## src/rtl/fdss_pkg.sv

```systemverilog
// ----------------------------------------------------------------------------
// fdss_pkg
// Shared widths, constants and conversion functions for the four-digit
// segment scan core.
// ----------------------------------------------------------------------------
package fdss_pkg;

    localparam int VALUE_W         = 16;
    localparam int BYTE_W          = 8;
    localparam int BCD_DIGITS      = 5;
    localparam int BCD_W           = 4 * BCD_DIGITS;
    localparam int DIGIT_COUNT_DEF = 4;

    localparam logic [BYTE_W-1:0] GHOST_ON  = 8'hFF;
    localparam logic [BYTE_W-1:0] GHOST_OFF = 8'h00;
    localparam logic [BYTE_W-1:0] SEG_BLANK = 8'hFF;

    localparam logic [1:0] BEAT_GHOST_ON  = 2'd0;
    localparam logic [1:0] BEAT_GHOST_OFF = 2'd1;
    localparam logic [1:0] BEAT_SEG       = 2'd2;
    localparam logic [1:0] BEAT_SEL       = 2'd3;

    typedef struct packed {
        logic [BCD_W-1:0]  bcd;
        logic [BYTE_W-1:0] low;
    } t_part;

    function automatic logic [BYTE_W-1:0] seg_pattern(input logic [3:0] digit);
        logic [BYTE_W-1:0] seg;
        case (digit)
            4'd0: seg = 8'b11000000;
            4'd1: seg = 8'b11111001;
            4'd2: seg = 8'b10100100;
            4'd3: seg = 8'b10110000;
            4'd4: seg = 8'b10011001;
            4'd5: seg = 8'b10010010;
            4'd6: seg = 8'b10000010;
            4'd7: seg = 8'b11111000;
            4'd8: seg = 8'b10000000;
            4'd9: seg = 8'b10010000;
            default: seg = SEG_BLANK;
        endcase
        return seg;
    endfunction

    // Eight shift-and-add-3 steps of a binary to BCD conversion.
    function automatic logic [BCD_W-1:0] dd_byte(input logic [BCD_W-1:0] bcd_in,
                                                 input logic [BYTE_W-1:0] chunk);
        logic [BCD_W-1:0] acc;
        acc = bcd_in;
        for (int s = 0; s < BYTE_W; s++) begin
            for (int n = 0; n < BCD_DIGITS; n++) begin
                if (acc[n*4 +: 4] >= 4'd5) begin
                    acc[n*4 +: 4] = acc[n*4 +: 4] + 4'd3;
                end
            end
            acc = {acc[BCD_W-2:0], chunk[BYTE_W-1-s]};
        end
        return acc;
    endfunction

endpackage

```

## src/rtl/fdss_convert.sv

```systemverilog
// ----------------------------------------------------------------------------
// fdss_convert
// Input register, scan position counter and the first half of the
// binary to BCD conversion.
// ----------------------------------------------------------------------------
module fdss_convert #(
    parameter int DIGIT_COUNT = fdss_pkg::DIGIT_COUNT_DEF
) (
    input  logic                                i_clk,
    input  logic                                i_rst_n,
    input  logic                                i_valid,
    input  logic [fdss_pkg::VALUE_W-1:0]        i_value,
    output logic                                o_ready,
    output logic                                o_valid,
    output fdss_pkg::t_part                     o_part,
    output logic [$clog2(DIGIT_COUNT)-1:0]      o_pos,
    input  logic                                i_ready
);

    localparam int POS_W = $clog2(DIGIT_COUNT);
    localparam logic [POS_W-1:0] POS_LAST = POS_W'(DIGIT_COUNT - 1);

    logic                          r_s1_valid;
    logic [fdss_pkg::VALUE_W-1:0]  r_s1_value;
    logic [POS_W-1:0]              r_s1_pos;
    logic                          r_s2_valid;
    fdss_pkg::t_part               r_s2_part;
    logic [POS_W-1:0]              r_s2_pos;
    logic [POS_W-1:0]              r_scan_pos;
    logic [POS_W-1:0]              n_scan_pos;
    logic                          s2_open;
    logic                          s1_open;

    assign s2_open    = !r_s2_valid || i_ready;
    assign s1_open    = !r_s1_valid || s2_open;
    assign n_scan_pos = (r_scan_pos == POS_LAST) ? '0 : r_scan_pos + 1'b1;

    always_ff @(posedge i_clk) begin
        if (!i_rst_n) begin
            r_s1_valid <= 1'b0;
            r_s2_valid <= 1'b0;
            r_scan_pos <= '0;
        end else begin
            if (s1_open) begin
                r_s1_valid <= i_valid;
            end
            if (s2_open) begin
                r_s2_valid <= r_s1_valid;
            end
            if (i_valid && s1_open) begin
                r_scan_pos <= n_scan_pos;
            end
        end
    end

    always_ff @(posedge i_clk) begin
        if (i_valid && s1_open) begin
            r_s1_value <= i_value;
            r_s1_pos   <= r_scan_pos;
        end
        if (r_s1_valid && s2_open) begin
            r_s2_part.bcd <= fdss_pkg::dd_byte('0, r_s1_value[15:8]);
            r_s2_part.low <= r_s1_value[7:0];
            r_s2_pos      <= r_s1_pos;
        end
    end

    assign o_ready = s1_open;
    assign o_valid = r_s2_valid;
    assign o_part  = r_s2_part;
    assign o_pos   = r_s2_pos;

endmodule

```

## src/rtl/fdss_emit.sv

```systemverilog
// ----------------------------------------------------------------------------
// fdss_emit
// Finishes the BCD conversion, picks the digit at the scan position with
// leading-zero blanking, and sends the four bytes of one refresh tick.
// ----------------------------------------------------------------------------
module fdss_emit #(
    parameter int DIGIT_COUNT = fdss_pkg::DIGIT_COUNT_DEF
) (
    input  logic                                i_clk,
    input  logic                                i_rst_n,
    input  logic                                i_valid,
    input  fdss_pkg::t_part                     i_part,
    input  logic [$clog2(DIGIT_COUNT)-1:0]      i_pos,
    output logic                                o_ready,
    output logic                                o_out_valid,
    output logic [fdss_pkg::BYTE_W-1:0]         o_out_byte,
    output logic                                o_out_latch,
    output logic                                o_out_last,
    input  logic                                i_out_ready
);

    localparam int POS_W = $clog2(DIGIT_COUNT);
    localparam logic [POS_W-1:0] POS_LAST = POS_W'(DIGIT_COUNT - 1);

    logic [fdss_pkg::BCD_W-1:0]   bcd;
    logic [3:0]                   digits [DIGIT_COUNT];
    logic [3:0]                   cur_digit;
    logic                         lead_nz;
    logic [fdss_pkg::BYTE_W-1:0]  seg;
    logic [fdss_pkg::BYTE_W-1:0]  sel;
    logic                         r_busy;
    logic [1:0]                   r_beat;
    logic [fdss_pkg::BYTE_W-1:0]  r_seg;
    logic [fdss_pkg::BYTE_W-1:0]  r_sel;
    logic                         beat_done;

    assign bcd = fdss_pkg::dd_byte(i_part.bcd, i_part.low);

    for (genvar k = 0; k < DIGIT_COUNT; k++) begin : g_digit
        if (DIGIT_COUNT - 1 - k < fdss_pkg::BCD_DIGITS) begin : g_live
            assign digits[k] = bcd[(DIGIT_COUNT-1-k)*4 +: 4];
        end else begin : g_zero
            assign digits[k] = 4'd0;
        end
    end

    always_comb begin
        lead_nz   = 1'b0;
        cur_digit = 4'd0;
        for (int k = 0; k < DIGIT_COUNT; k++) begin
            if (POS_W'(k) <= i_pos && digits[k] != 4'd0) begin
                lead_nz = 1'b1;
            end
            if (POS_W'(k) == i_pos) begin
                cur_digit = digits[k];
            end
        end
        seg = (lead_nz || i_pos == POS_LAST) ? fdss_pkg::seg_pattern(cur_digit)
                                             : fdss_pkg::SEG_BLANK;
        sel = fdss_pkg::BYTE_W'(1) << (POS_LAST - i_pos);
    end

    assign beat_done = r_busy && i_out_ready;
    assign o_ready   = !r_busy || (beat_done && r_beat == fdss_pkg::BEAT_SEL);

    always_ff @(posedge i_clk) begin
        if (!i_rst_n) begin
            r_busy <= 1'b0;
            r_beat <= fdss_pkg::BEAT_GHOST_ON;
        end else begin
            if (i_valid && o_ready) begin
                r_busy <= 1'b1;
                r_beat <= fdss_pkg::BEAT_GHOST_ON;
            end else if (beat_done) begin
                if (r_beat == fdss_pkg::BEAT_SEL) begin
                    r_busy <= 1'b0;
                end else begin
                    r_beat <= r_beat + 1'b1;
                end
            end
        end
    end

    always_ff @(posedge i_clk) begin
        if (i_valid && o_ready) begin
            r_seg <= seg;
            r_sel <= sel;
        end
    end

    always_comb begin
        case (r_beat)
            fdss_pkg::BEAT_GHOST_ON:  o_out_byte = fdss_pkg::GHOST_ON;
            fdss_pkg::BEAT_GHOST_OFF: o_out_byte = fdss_pkg::GHOST_OFF;
            fdss_pkg::BEAT_SEG:       o_out_byte = r_seg;
            fdss_pkg::BEAT_SEL:       o_out_byte = r_sel;
            default:                  o_out_byte = fdss_pkg::GHOST_ON;
        endcase
    end

    assign o_out_valid = r_busy;
    assign o_out_latch = (r_beat == fdss_pkg::BEAT_GHOST_OFF) || (r_beat == fdss_pkg::BEAT_SEL);
    assign o_out_last  = (r_beat == fdss_pkg::BEAT_SEL);

endmodule

```

## src/rtl/four_digit_segment_scan_core.sv

```systemverilog
// ----------------------------------------------------------------------------
// four_digit_segment_scan_core
// Multiplexed seven-segment refresh with leading-zero blanking: each input
// beat is one refresh tick, and four output bytes go to a shift-register chain.
//
// Channel   Direction  Payload
// s_axis    in         tdata[15:0] = value
// m_axis    out        tdata[7:0] = out_byte, tuser[0] = latch_pulse, tlast = last
//
// Every tick produces four output beats; the emitter takes a new tick when
// idle or as the last output beat of the previous tick is accepted.
// With an empty pipeline an input beat passes registers s1 and s2 and the
// emitter's busy register before the first output beat is valid.
// The output serializer sets the rate; a new tick enters while the previous
// one is still being sent. Reset is synchronous and clears the scan position.
// ----------------------------------------------------------------------------
module four_digit_segment_scan_core #(
    parameter int DIGIT_COUNT = fdss_pkg::DIGIT_COUNT_DEF
) (
    input  logic                              i_clk,
    input  logic                              i_rst_n,
    input  logic                              i_s_axis_tvalid,
    output logic                              o_s_axis_tready,
    input  logic [fdss_pkg::VALUE_W-1:0]      i_s_axis_tdata,   // [15:0] value
    output logic                              o_m_axis_tvalid,
    input  logic                              i_m_axis_tready,
    output logic [fdss_pkg::BYTE_W-1:0]       o_m_axis_tdata,   // [7:0] out_byte
    output logic                              o_m_axis_tuser,   // [0] latch_pulse
    output logic                              o_m_axis_tlast
);

    logic                              conv_valid;
    fdss_pkg::t_part                   conv_part;
    logic [$clog2(DIGIT_COUNT)-1:0]    conv_pos;
    logic                              emit_ready;

    fdss_convert #(
        .DIGIT_COUNT(DIGIT_COUNT)
    ) u_convert (
        .i_clk   (i_clk),
        .i_rst_n (i_rst_n),
        .i_valid (i_s_axis_tvalid),
        .i_value (i_s_axis_tdata),
        .o_ready (o_s_axis_tready),
        .o_valid (conv_valid),
        .o_part  (conv_part),
        .o_pos   (conv_pos),
        .i_ready (emit_ready)
    );

    fdss_emit #(
        .DIGIT_COUNT(DIGIT_COUNT)
    ) u_emit (
        .i_clk       (i_clk),
        .i_rst_n     (i_rst_n),
        .i_valid     (conv_valid),
        .i_part      (conv_part),
        .i_pos       (conv_pos),
        .o_ready     (emit_ready),
        .o_out_valid (o_m_axis_tvalid),
        .o_out_byte  (o_m_axis_tdata),
        .o_out_latch (o_m_axis_tuser),
        .o_out_last  (o_m_axis_tlast),
        .i_out_ready (i_m_axis_tready)
    );

endmodule
```

## config.mk

```make
export PLATFORM = sky130hd
export DESIGN_NAME = four_digit_segment_scan_core
export DESIGN_NICKNAME = d
export VERILOG_FILES = /design/src/rtl/fdss_pkg.sv /design/src/rtl/fdss_convert.sv /design/src/rtl/fdss_emit.sv /design/src/rtl/four_digit_segment_scan_core.sv
export SDC_FILE = /design/constraint.sdc
export NUM_CORES = 1
export LEC_CHECK = 0
export BUFFER_PORTS_ARGS = -buffer_cell sky130_fd_sc_hd__buf_2
export CAP_MARGIN = 0
export CORE_UTILIZATION = 30
export CTS_BUF_LIST = sky130_fd_sc_hd__clkbuf_16
export CTS_CLUSTER_SIZE = 25
export DETAILED_ROUTE_END_ITERATION = 8
export PLACE_DENSITY = 0.41
export SYNTH_ARGS = -nofsm -noshare
export SYNTH_HDL_FRONTEND = slang
export SYNTH_SLANG_ARGS = --single-unit
```

## constraint.sdc

```tcl
create_clock -name i_clk -period 21.1 [get_ports i_clk]
set_input_delay 4.22 -clock i_clk [delete_from_list [all_inputs] [get_ports i_clk]]
set_output_delay 4.22 -clock i_clk [all_outputs]
set_load 0.02 [all_outputs]
```

==> results.toml, run 1 <==
[cts]
hold_buffers = 0
path_clk_slew_ns = 0.09
cts-buffers-inserted = 5
htree_levels = 2
cts_buffer_depth = 2
cts.sinks = 56
cts_setup_buffers = 0
cts_tree = "done"
cts_resized = 0
clkLatencyLatePin_ns = 0.31
cts_root_buf = "clkbuf_16"

[finish]
nNetsFinal = 914
syn2layout_area_growth_pct = 7.960
diodes = 0
drive_gt1_frac = 0.1277
n_fill_cell = 2338

[min_path]
hold_class = "reg2reg"
holdPathStages = 0
min_from = "u_convert.r_s1_value[1]"

[worst_setup_path]
crit_path_end_kind = "flip-flop"
crit_buf_inv = 8
setup.worst_path.start = "u_convert.o_part[12]"
critPathMaxFanout = 9
worstReg2RegStart = "u_convert.o_part[12]"
startpoint_type = "flip-flop"
rr_worst_depth = 48
arrival_ns = 9.79
critPathRequiredTime_ns = 21.14
crit_top_cell = "ha_1"
max_stage_delay_ns = 0.44
worst-path-stages = 48
crit_family = "simple AND/OR/NAND/NOR gates"
worstSetupPathType = "reg2reg"
crit_slowest_cell = "edfxtp_1"

[routing]
drt-wirelength-per-cell_um = 14.71
drt_wl_total_um = 16570
viasPerCell = 5.581
dr.first_iter.drc_count = 286
dr.pass1.iters = 5
ant_nets = 0
drc = 0
vias = 6284

[timing]
finalClockSkew_ns = 0.01322
fin_tns_setup_ns = 0
slew_violations = 0
slew-limit-headroom = 0.1844
finalSetupViolations = 0
period_needed_ns = 9.756
finalHoldViolations = 0
tightest_slew_ns = 1.214
rsz0062_at_grt = "no"
max_freq_mhz = 102.5
fin_crit_sh = 0.4624

[global_route]
grt_max_degree = 23
antenna_found_initial = 0
grt_pass1_wl_um = 28680
grt_usage = 0.1444
overflow = 0
grt_pass1_vias = 6016

[synthesis]
synth_xor_area_frac = 0.02168
synth.area.mux_share = 0.05282
ys_async_sr_fraction = 0
synth_common_cells = "nand2_1, nor2_1, inv_1, edfxtp_1, ha_1"
synth_simple_gate_area_frac = 0.2153
synth_area_leaders = "edfxtp_1, ha_1, nand2_1, o21ai_0, a21oi_1"
ys.flop_type = "edfxtp_1"
synth.distinct_cells = 102
yosysTopAreaCell = "edfxtp_1"
ys_warn_count = 0
synth_top_family_by_area = "compound AO/OA/AOI/OAI gates"
synthesis.area_um2 = 6869
avgSynthCellArea_um2 = 8.256
synth.most_common_cell = "nand2_1"
ys_seq_area_frac = 0.2346
synth-edff-count = 49
synthAdderAreaFrac = 0.08925
synth_seq_cells = 56
synth-compound-area-share = 0.3352
syn_inst = 832
synth_top_area_frac = 0.2142
synth_nets = 901

[status]
status = "finished clean"

[floorplan]
die_h_um = 153.3
io_pins = 32
die_x_um = 153.3
fp.coreArea_um2 = 22160
rows = 54
die_area_um2 = 23510
initial_core_util = 0.3100

[flow_run]
drv_cap = 0

[placement]
io_buffer_count = 31
dp_hpwl_um = 13000
gp_congestion = 0.8215
==> layout by cell type, fill, tap and decap left out, drive strengths merged, types with 16 or more instances in the layout <==
master / n
inv: 63
nand3: 24
o211ai: 18
nor2: 62
xnor2: 16
ha: 49
nor3: 33
mux2i: 22
buf: 32
o21ai: 57
a211oi: 19
nand2: 65
a21oi: 49
edfxtp: 49
nand2b: 19
==> final timing paths <==
path                              end  slack (ns)
setup / recovery      u_emit.r_seg[3]       11.34
hold reg to reg   u_convert.o_part[1]        0.43
setup reg to reg      u_emit.r_seg[3]       11.34
hold / removal    u_convert.o_part[1]        0.43
==> sequential cells by signal, summed over array words and instances (netlist names) <==
signal,count
u_convert.o_part,18
u_convert.r_s1_value,16
u_emit.r_seg,7
u_emit.r_sel,4
u_convert.o_pos,2
u_convert.r_s1_pos,2
u_convert.r_scan_pos,2
u_emit.r_beat,2
u_convert.o_valid,1
u_convert.r_s1_valid,1
u_emit.o_out_valid,1
==> stage by stage <==
step	setup slack, ns	hold WS (ns)	instances	cell area, um2	util
finish	11.34	0.4257	1126	7416	0.3346
floorplan	12.02	0.4003	832	6869	-
detailed placement	11.43	0.4045	1118	7266	0.3279
CTS	11.40	0.4278	1126	7416	0.3346
global placement	11.70	0.4023	1118	7266	0.3279
global route	10.24	0.4321	1126	7416	0.3346
==> cell type report <==
class	instances	area (um2)	area share
inverter	61	231.5	0.03121
timing repair buffer	32	162.7	0.02193
sequential	56	1612	0.2173
multi-input combinational	689	4910	0.6621
clock inverter	3	25.02	0.003374
tap	280	350.3	0.04724
clock buffer	5	125.1	0.01687
==> kinds of logic after synthesis <==
logic type      count (synthesis)
compound gates                306
simple gates                  283
buf+inv                        87
flops                          56
fa+ha+maj                      49
mux                            34
xor+xnor                       17
==> per-layer routing <==
metal	up-vias	global-route usage	part of all wire
li1	3226	-	-
met1	2955	0.1921	0.50
met2	92	0.2459	0.47
met3	11	0.01758	0.020
met4	0	0.03656	0.010
met5	-	0	0
Power of run 1 is left out: the tool's default activity adds up to more than one toggle a clock period on the data nets, which glitch-free logic cannot reach.
==> run 2: changes to the inputs <==
clock period = 9.95 ns   (was 21.1 ns; I/O delays follow)
==> run 2 against run 1 <==
- clock-buffer cell count stayed put
- non-clock buffer count grew 5
- wire length increased by 0.91%
- maximum frequency grew 7.3%
- global-route usage decreased by 0.067 points
- sequential cell count unchanged
- die area is the same
==> results.toml, run 2 (synthesized netlist as in run 1, its figures left out) <==
[cts]
cts.sinks = 56
cts_tree = "done"
htree_levels = 2
path_clk_slew_ns = 0.08
cts-buffers-inserted = 5
cts_buffer_depth = 2
cts_root_buf = "clkbuf_16"
clkLatencyLatePin_ns = 0.32

[routing]
vias = 6308
wl_met2_um = 7691
routed.top_layer = "met4"
met1_length_um = 8328
dr.first_iter.drc_count = 311
dr.pass1.iters = 4
drt_wl_total_um = 16720
viasPerCell = 5.577
drc = 0
ant_nets = 0
dr_wl_met3_um = 404
drt-wirelength-per-cell_um = 14.78

[timing]
finalClockSkew_ns = 0.009285
finalSetupViolations = 0
fin_crit_sh = 0.9140
period_needed_ns = 9.094
max_freq_mhz = 110.0
rsz0062_at_grt = "no"
tightest_slew_ns = 1.242
finalHoldViolations = 0
slew_violations = 0
slew-limit-headroom = 0.1658
fin_tns_setup_ns = 0

[finish]
nNetsFinal = 919
layout_commonest_cell = "nand2_1"
n_fill_cell = 2331
area.sequential_um2 = 1612
utilization = 0.3384
drive_gt1_frac = 0.1410
multi_input_area_um2 = 4954
largest_reg_flops = 18
mostFrequentLayoutCells = "nand2_1, nor2_1, inv_1"
syn2layout_area_growth_pct = 9.162
diodes = 0

[floorplan]
die_area_um2 = 23510
die_x_um = 153.3
rows = 54
initial_core_util = 0.3100
fp.coreArea_um2 = 22160
io_pins = 32
die_h_um = 153.3

[placement]
gp_congestion = 0.7935
io_buffer_count = 31
dp_hpwl_um = 13010

[worst_setup_path]
critPathRequiredTime_ns = 10.00
crit_slowest_cell = "o41ai_2"
crit_path_end_kind = "flip-flop"
r2r_slack_ns = 0.86
critPathMaxFanout = 9
worstReg2RegStart = "u_convert.o_part[12]"
rr_worst_depth = 45
arrival_ns = 9.14
startpoint_type = "flip-flop"
worstSetupPathType = "reg2reg"
max_stage_delay_ns = 0.59
worstReg2RegEnd = "u_emit.r_seg[3]"

[global_route]
overflow = 0
antenna_found_initial = 0
grt_pass1_wl_um = 28210
grt_max_degree = 23
grt_pass1_vias = 5867
grt_usage = 0.1437

[flow_run]
drv_cap = 0

[status]
status = "finished clean"

[min_path]
hold_class = "reg2reg"
min_from = "u_convert.r_s1_pos[1]"
worstHoldEndpoint = "u_convert.o_pos[1]"
holdPathStages = 0
run 2: worst max path at each step:
stage / endpoint / slack, ns / cells after the start / startpoint
after detailed placement: u_emit.r_seg[3] / 0.32 / 48 / u_convert.o_part[12]
after CTS: u_emit.r_seg[3] / 0.32 / 48 / u_convert.o_part[12]
after global placement: u_emit.r_seg[3] / 0.80 / 48 / u_convert.o_part[12]
after global routing: u_emit.r_seg[3] / 0.04 / 48 / u_convert.o_part[12]
after floorplan: u_emit.r_seg[3] / 1.53 / 50 / u_convert.o_part[12]
final: u_emit.r_seg[3] / 0.86 / 45 / u_convert.o_part[12]
run 2: cell type report:
class,instances,area share
inverter,61,0.03087
tap,280,0.04672
timing repair buffer,37,0.02670
sequential,56,0.2149
clock buffer,5,0.01669
clock inverter,3,0.003504
multi-input combinational,689,0.6606
run 2: routing by layer:
metal  GRT usage  up-vias
met5           0        -
met4     0.04185        0
met3     0.01815       14
met2      0.2422      103
met1      0.1909     2948
li1            -     3243
run 2: through the flow:
step	hold WS, ns	cells	setup slack [ns]	instance area [um2]
floorplan	0.4003	832	1.531	6869
detailed placement	0.4045	1117	0.3222	7266
CTS	0.4220	1125	0.3212	7417
global placement	0.4012	1117	0.8000	7266
global route	0.4298	1131	0.04095	7498
finish	0.4178	1131	0.8557	7498
run 2: what timing repair did:
item,in CTS,in global routing
setup endpoints to repair,0,7
setup buffers,0,6
hold buffers,0,0
gates resized for setup,0,9
run 2: critical path, delay by kind of cell (launching register included):
kind | cells | cell delay, ns
muxes | 2 | 0.46
AOI/OAI and AO/OA | 15 | 2.98
buffers and inverters | 7 | 0.78
DFF | 1 | 0.45
adders and majority gates | 8 | 1.99
and+or+nand+nor | 13 | 2.16
Power of run 2 is left out for the same reason.
==> run 3: changes to the inputs <==
CTS_CLUSTER_SIZE = 10   (was 25)
GPL_TIMING_DRIVEN = 1   (was default)
MAX_ROUTING_LAYER = met4   (was default)
==> run 3 against run 2 <==
- sequential share of layout area barely moved
- register-to-register slack barely moved
- via count rose by 1.3%
- maximum frequency barely moved
- non-clock buffer count rose by 1
- clock-buffer cell count did not move
- first-iteration DRC count fell by 16%
- worst hold slack improved by 0.0078 ns
- final cell count barely moved
- critical path type unchanged
- critical endpoint unchanged
==> results.toml, run 3 (synthesized netlist as in run 1, its figures left out) <==
[placement]
dp_cells = 1119
dp_hpwl_um = 13120
gp_congestion = 0.8040
io_buffer_count = 31

[floorplan]
die_area_um2 = 23510
die_x_um = 153.3
rows = 54
fp.coreArea_um2 = 22160
die_h_um = 153.3
initial_core_util = 0.3100
io_pins = 32

[routing]
viasPerCell = 5.646
drt-wirelength-per-cell_um = 14.92
drt_wl_total_um = 16900
dr.pass1.iters = 5
vias = 6391
drc = 0
ant_nets = 0
dr.first_iter.drc_count = 261

[worst_setup_path]
worstSetupPathType = "reg2reg"
crit_family = "compound AO/OA/AOI/OAI gates"
critPathMaxFanout = 6
max_stage_delay_ns = 0.45
crit_top_cell = "ha_1"
arrival_ns = 9.14
r2r_slack_ns = 0.85
crit_path_end_kind = "flip-flop"
crit_buf_inv = 7
crit_slowest_cell = "edfxtp_1"
critPathRequiredTime_ns = 10.00
startpoint_type = "flip-flop"

[global_route]
grt_pass1_wl_um = 28840
grt_pass1_vias = 6025
grt_max_degree = 23
overflow = 0
grt_usage = 0.1505
antenna_found_initial = 0

[finish]
diodes = 0
area.sequential_um2 = 1612
drive_gt1_frac = 0.1408
largest_reg_flops = 18
instances_no_fill = 1132
syn2layout_area_growth_pct = 9.217
n_fill_cell = 2322
mostFrequentLayoutCells = "nand2_1, nor2_1, inv_1"
layout_commonest_cell = "nand2_1"
multi_input_area_um2 = 4950
nNetsFinal = 920

[cts]
clkLatencyLatePin_ns = 0.31
cts_tree = "done"
cts_buffer_depth = 2
htree_levels = 2
cts_root_buf = "clkbuf_16"
cts.sinks = 56
path_clk_slew_ns = 0.08
cts-buffers-inserted = 5

[flow_run]
drv_cap = 0

[timing]
finalHoldViolations = 0
finalSetupViolations = 0
period_needed_ns = 9.095
tightest_slew_ns = 1.065
slew_violations = 0
fin_crit_sh = 0.9141
slew-limit-headroom = 0.2901
finalClockSkew_ns = 0.01399
max_freq_mhz = 110.0

[min_path]
hold_class = "reg2reg"

[status]
status = "finished clean"
==> run 3: final cells by class <==
| class | instances | area share |
|---|---|---|
| Tap cell | 280 | 0.04670 |
| Inverter | 61 | 0.03085 |
| Multi-Input combinational cell | 689 | 0.6598 |
| Clock inverter | 3 | 0.003502 |
| Sequential cell | 56 | 0.2148 |
| Timing Repair Buffer | 38 | 0.02769 |
| Clock buffer | 5 | 0.01668 |
==> run 3: what timing repair did <==
item	4_1_cts	5_1_grt
endpoints found under the setup margin	0	7
gates resized for setup	0	8
hold buffers	0	0
buffers inserted	0	5
==> run 3: final timing paths <==
path | from | endpoint | cells after the start
max | u_convert.o_part[12] | u_emit.r_seg[3] | 48
min | u_convert.r_s1_value[6] | u_convert.o_part[6] | 0
max reg2reg | u_convert.o_part[12] | u_emit.r_seg[3] | 48
min reg2reg | u_convert.r_s1_value[6] | u_convert.o_part[6] | 0
==> run 3: routing by layer <==
metal	part of all wire	track usage
met1	0.50	0.1918
met2	0.47	0.2553
met3	0.026	0.01900
met5	0	-
met4	0.0080	0.02838
==> run 3: through the flow <==
step / hold WS [ns] / setup TNS (ns) / cell area (um2) / util / setup WS [ns]
global placement: 0.4010 / 0 / 7281 / 0.3285 / 0.8050
global route: 0.4336 / -0.004108 / 7502 / 0.3385 / -0.002123
CTS: 0.4272 / 0 / 7432 / 0.3354 / 0.3582
finish: 0.4256 / 0 / 7502 / 0.3385 / 0.8550
detailed placement: 0.4081 / 0 / 7281 / 0.3285 / 0.3762
floorplan: 0.4003 / 0 / 6869 / - / 1.531
Power of run 3 is left out for the same reason.
